## config.mk

```make
export PLATFORM = sky130hd
export DESIGN_NAME = stfc_div
export DESIGN_NICKNAME = d
export VERILOG_FILES = /design/src/rtl/stfc_pkg.sv /design/src/rtl/stfc_div.sv
export SDC_FILE = /design/constraint.sdc
export NUM_CORES = 2
export LEC_CHECK = 0
export ABC_AREA = 1
export BUFFER_PORTS_ARGS = -buffer_cell sky130_fd_sc_hd__buf_2
export CORE_MARGIN = 3
export CORE_UTILIZATION = 40
export DETAILED_ROUTE_END_ITERATION = 6
export GPL_TIMING_DRIVEN = 0
export HOLD_SLACK_MARGIN = 0.12
export PLACE_DENSITY_LB_ADDON = 0.3
export SLEW_MARGIN = 25
export SYNTH_ARGS = -nofsm -noshare
export SYNTH_HDL_FRONTEND = slang
export SYNTH_SLANG_ARGS = --single-unit
```

## constraint.sdc

```tcl
create_clock -name clk -period 3.2 [get_ports clk]
set_input_delay 0.48 -clock clk [delete_from_list [all_inputs] [get_ports clk]]
set_output_delay 0.48 -clock clk [all_outputs]
set_load 0.05 [all_outputs]
```

## src/rtl/stfc_pkg.sv

```systemverilog
// ----------------------------------------------------------------------------
// stfc_pkg
// Types, constants and helpers shared by the scalar transport flux cell.
// ----------------------------------------------------------------------------
`default_nettype none

package stfc_pkg;

  localparam int DATA_W = 32;
  localparam int OUT_W  = 48;
  localparam int PSI_W  = 18;
  localparam int CFG_W  = 32;
  localparam int IDX_W  = 3;

  // limiter constants in unsigned Q2.16, wide enough for psi up to 2.0
  localparam logic [PSI_W-1:0] Q_HALF = 18'h08000;
  localparam logic [PSI_W-1:0] Q_ONE  = 18'h10000;
  localparam logic [PSI_W-1:0] Q_TWO  = 18'h20000;

  localparam logic signed [OUT_W-1:0] SAT_HI = {1'b0, {(OUT_W-1){1'b1}}};
  localparam logic signed [OUT_W-1:0] SAT_LO = {1'b1, {(OUT_W-1){1'b0}}};

  // register indexes
  localparam logic [IDX_W-1:0] REG_CONV_SCHEME    = 3'd0;
  localparam logic [IDX_W-1:0] REG_CONV_ENABLE    = 3'd1;
  localparam logic [IDX_W-1:0] REG_DIFF_ENABLE    = 3'd2;
  localparam logic [IDX_W-1:0] REG_SRC_ENABLE     = 3'd3;
  localparam logic [IDX_W-1:0] REG_FACE_AREA      = 3'd4;
  localparam logic [IDX_W-1:0] REG_INV_CELL_WIDTH = 3'd5;

  // convection schemes
  localparam logic [1:0] SCH_UPWIND   = 2'd0;
  localparam logic [1:0] SCH_SUPERBEE = 2'd1;
  localparam logic [1:0] SCH_CENTRAL  = 2'd2;
  localparam logic [1:0] SCH_NONE     = 2'd3;

  // pipeline latencies
  localparam int DIV_LAT = 19;
  localparam int MUL_LAT = 2;

  typedef struct packed {
    logic signed [DATA_W-1:0] phi_west2;
    logic signed [DATA_W-1:0] phi_west;
    logic signed [DATA_W-1:0] phi_center;
    logic signed [DATA_W-1:0] phi_east;
    logic signed [DATA_W-1:0] phi_east2;
    logic signed [DATA_W-1:0] vel_west;
    logic signed [DATA_W-1:0] vel_east;
    logic signed [DATA_W-1:0] lambda_west;
    logic signed [DATA_W-1:0] lambda_center;
    logic signed [DATA_W-1:0] lambda_east;
    logic signed [DATA_W-1:0] source_sum;
  } item_t;

  typedef struct packed {
    logic signed [OUT_W-1:0] rhs;
    logic signed [OUT_W-1:0] conv_flux;
    logic signed [OUT_W-1:0] diff_flux;
  } result_t;

  // clamp a 50-bit signed value to 48 bits
  function automatic logic signed [OUT_W-1:0] sat48(input logic signed [OUT_W+1:0] v);
    logic ok;
    ok = (v[OUT_W+1:OUT_W-1] == {3{v[OUT_W-1]}});
    if (ok) begin
      sat48 = v[OUT_W-1:0];
    end else if (v[OUT_W+1]) begin
      sat48 = SAT_LO;
    end else begin
      sat48 = SAT_HI;
    end
  endfunction

endpackage

`default_nettype wire

```

## src/rtl/stfc_div.sv

```systemverilog
// ----------------------------------------------------------------------------
// stfc_div
// Pipelined superbee limiter: ratio by restoring division, one bit per stage.
// ----------------------------------------------------------------------------
`default_nettype none

module stfc_div (
  input  wire logic                                clk,
  input  wire logic                                sb,
  input  wire logic [stfc_pkg::PSI_W-1:0]          base_psi,
  input  wire logic signed [stfc_pkg::DATA_W:0]    num,
  input  wire logic signed [stfc_pkg::DATA_W:0]    den,
  output logic [stfc_pkg::PSI_W-1:0]               psi
);
  import stfc_pkg::*;

  localparam int QB = PSI_W - 1;   // quotient bits below the cap
  localparam int MW = DATA_W + 1;  // magnitude width

  logic [MW-1:0]    un;
  logic [MW-1:0]    ud;
  logic             spec;
  logic [PSI_W-1:0] spec_psi;

  logic [MW:0]      rem  [QB+1];
  logic [MW-1:0]    udp  [QB+1];
  logic [QB-1:0]    q    [QB+1];
  logic             ovr  [QB+1];
  logic             spc  [QB+1];
  logic [PSI_W-1:0] spsi [QB+1];

  logic [PSI_W-1:0] r;

  always_comb begin
    un       = num[DATA_W] ? MW'(-num) : MW'(num);
    ud       = den[DATA_W] ? MW'(-den) : MW'(den);
    spec     = 1'b1;
    spec_psi = '0;
    if (!sb) begin
      spec_psi = base_psi;
    end else if (den == '0) begin
      spec_psi = (!num[DATA_W] && num != '0) ? Q_TWO : '0;
    end else if (num == '0 || num[DATA_W] != den[DATA_W]) begin
      spec_psi = '0;
    end else begin
      spec = 1'b0;
    end
  end

  always_ff @(posedge clk) begin
    rem[0]  <= {1'b0, un};
    udp[0]  <= ud;
    q[0]    <= '0;
    ovr[0]  <= 1'b0;
    spc[0]  <= spec;
    spsi[0] <= spec_psi;
  end

  for (genvar k = 0; k < QB; k++) begin : g_step
    logic [MW:0] t;
    logic        bit_set;
    logic        over;

    always_comb begin
      if (k == 0) begin
        t    = rem[k];
        over = (rem[k] >= {udp[k], 1'b0});
      end else begin
        t    = {rem[k][MW-1:0], 1'b0};
        over = ovr[k];
      end
      bit_set = (t >= {1'b0, udp[k]});
    end

    always_ff @(posedge clk) begin
      rem[k+1]  <= bit_set ? t - {1'b0, udp[k]} : t;
      udp[k+1]  <= udp[k];
      q[k+1]    <= {q[k][QB-2:0], bit_set};
      ovr[k+1]  <= over;
      spc[k+1]  <= spc[k];
      spsi[k+1] <= spsi[k];
    end
  end

  // cap ratio at 2, then superbee: max(min(2r,1), min(r,2))
  always_comb begin
    r = ovr[QB] ? Q_TWO : {1'b0, q[QB]};
  end

  always_ff @(posedge clk) begin
    if (spc[QB]) begin
      psi <= spsi[QB];
    end else if (r <= Q_HALF) begin
      psi <= {r[PSI_W-2:0], 1'b0};
    end else if (r <= Q_ONE) begin
      psi <= Q_ONE;
    end else begin
      psi <= r;
    end
  end

endmodule

`default_nettype wire

```

==> run metrics <==
Vias/cell around 4.6; leakage between 50 and 60 nW; pin count of the biggest net entering global routing 17; wire per inst 16.16 um; Crit Path Max Fanout 4; FMAX 0.3394 GHz; Syn Area/Cell 6.688 sq um; Synth cell types 50; GP Congestion 0.9546; residual overflow from global routing 0; WL final around 270 mm; Post-DP HPWL 228.3 mm; final setup vio count 0; DRT iter0 DRCs ~6,500; post-cts resize count 0; RSZ-0062 raised after global routing false; kind of critical path input port to flip-flop; Final TNS setup 0 ps; arrival time at the worst endpoint 3770 ps; Total Nets Final ~14,000; most frequent cells in the layout 5,019 x nand2_1, 2,695 x inv_1, 1,652 x dfxtp_1; pwr dens between 1000 and 1500 nW/um^2; PortBufs slightly above 100; Synth warnings 0; die area 229,000 sq um; drt drc 0; clock latency on the worst-skew pair approximately 860 ps; min cycle time layout 2946 ps; # hold bufs at CTS 126; clk buf depth 3; postcts setup bufs 0; post-synthesis sequential area ratio 37.02%; # IOs 104; DRT antenna net count 0; Worst VDD drop about 700 uV; Required @ worst endpoint 4030 ps; status finished, final reports clean; most common cell after layout, fill and taps aside nand2_1; final core utilization 45.86%; H-Tree Depth 4; fraction of layout cells with a size suffix above 1 6.671%; clk root buf clkbuf_16; Top FF cell, synth dfxtp_1; Hold Fails Final Rpt 0; post-synth net total 14,060; Max-Cap Viols 0; clk_skew 58.60 ps; cell count after synthesis 13,360; vias in the first global route slightly above 70,000; Die W 478.6 um; overall power 0.1111 W; Yosys reg bits 1,652; Startpoint Class input port; clock buffer count from CTS 176; core area between 200,000 and 250,000 sq um; async set-reset flop share out of synthesis 0%; Hold Worst Slack 211.5 ps; Cell Area, Synth 89,330 sq um; crit share post-route 92.07%; Worst-path clk slew 70 ps; element type at the critical path end flip-flop; row count 172; Die Span Y 478.6 um; Pins Over Slew Limit 0; Area Overhead vs Synth 13.37%; Initial Util a little over 40%; Least-Margin Pin Slew between 900 and 1000 ps; total number of vias 78,310; initial antenna violation count 13; gr usage total a little under a quarter; Rel. slew slack 37.08%; drt pass-1 iters 6; CTS sink cnt 1,652; hold crit path type input port to flip-flop; Post-synth EDFFs 0; TritonCTS clock tree yes; global-route wire length before repair 413.1 mm
==> cells in the mapped netlist (24+ instances only) <==
| library cell | number | share of area (%) |
|---|---|---|
| a21oi_1 | 381 | 2.1 |
| and2_1 | 106 | 0.74 |
| buf_2 | 85 | 0.48 |
| buf_6 | 40 | 0.50 |
| dfxtp_1 | 1652 | 37 |
| ha_1 | 597 | 8.4 |
| inv_1 | 2695 | 11 |
| inv_2 | 27 | 0.11 |
| nand2_1 | 5019 | 21 |
| nand2_2 | 35 | 0.25 |
| nand3_1 | 858 | 4.8 |
| nand3_2 | 131 | 1.5 |
| nand3b_1 | 140 | 1.2 |
| nand4_1 | 53 | 0.37 |
| nor2_1 | 762 | 3.2 |
| nor2_2 | 69 | 0.48 |
| nor3_1 | 141 | 0.79 |
| o21ai_0 | 58 | 0.32 |
| or2_2 | 24 | 0.17 |
| xnor2_1 | 35 | 0.34 |
| xor2_1 | 254 | 2.5 |
==> power by group <==
| part | total, W | switching [W] | internal [W] |
|---|---|---|---|
| registers | 0.0303 | 0.00388 | 0.0264 |
| clock network | 0.0220 | 0.00898 | 0.0130 |
| logic | 0.0588 | 0.0393 | 0.0196 |
| total | 0.111 | 0.0521 | 0.0589 |
==> cells by family (layout without fill, tap and decap cells) <==
kind of cell               count (synthesis)  in the layout  share of synthesized area (%)
and+or+nand+nor                         7435           7435                          35.78
buffers and inverters                   2887           3440                          12.83
DFF                                     1652           1652                          37.02
adders and majority gates                613            613                          8.721
AOI/OAI and AO/OA                        481            481                          2.808
xor gates and xnor gates                 289            289                          2.834
other                                      0              5                              0
==> registers in the layout, summed over array words and instances, names as in the netlist <==
| register | cells |
|---|---|
| udp | 561 |
| q | 153 |
| spsi | 324 |
| psi | 18 |
| ovr | 17 |
| rem | 561 |
| spc | 18 |
==> final cells by class <==
| cell class | count | area, sq um |
|---|---|---|
| inverters | 2723 | 10220 |
| flip-flops and latches | 1652 | 33070 |
| repair buffers | 228 | 1782 |
| diodes | 5 | 12.51 |
| multi-input cells | 8818 | 44790 |
| plain buffers | 164 | 1239 |
| clock buffers | 221 | 4865 |
| clock inverters | 104 | 1579 |
| well taps | 2958 | 3701 |
| fillers | 23110 | 119500 |
==> stage by stage <==
step	std cells	area [sq um]	setup slack, ps
final	16870	101300	253.9
after CTS	16870	101300	439.9
after detailed placement	16420	93550	390.8
after global placement	16420	93530	369.6
after global routing	16870	101300	124.4
after floorplan	13360	89330	1207
==> worst max-delay path, cell delays in order <==
cell	delay [ps]
dlygate4sd3_1	540
buf_2	130
inv_1	90
ha_1	190
nand3_1	150
nor2_1	160
nand3_1	110
nor2_1	230
nand3_1	140
o21ai_0	280
nand2_1	80
dlygate4sd3_1	570
nand2_1	70
dlygate4sd3_1	540
==> layer usage <==
metal  GRT usage (%)  vias to the layer above  routed length, um
li1                -                    41040                  -
met2           36.87                     2212             119300
met4           7.530                        0               8673
met3           3.110                      365              17910
met5               0                        -                  0
met1           32.41                    34690             126900
==> final timing paths <==
check / startpoint / endpoint / slack, ps / cells after the start
setup / recovery: den[1] / udp[0][30]$_DFF_P_ / 250 / 14
hold reg to reg: q[9][3]$_DFF_P_ / q[10][4]$_DFF_P_ / 300 / 0
hold / removal: sb / spc[0]$_SDFF_PN1_ / 210 / 2
setup reg to reg: udp[3][32]$_DFF_P_ / rem[4][6]$_DFF_P_ / 330 / 11
Power figures use the tool's default switching activity.
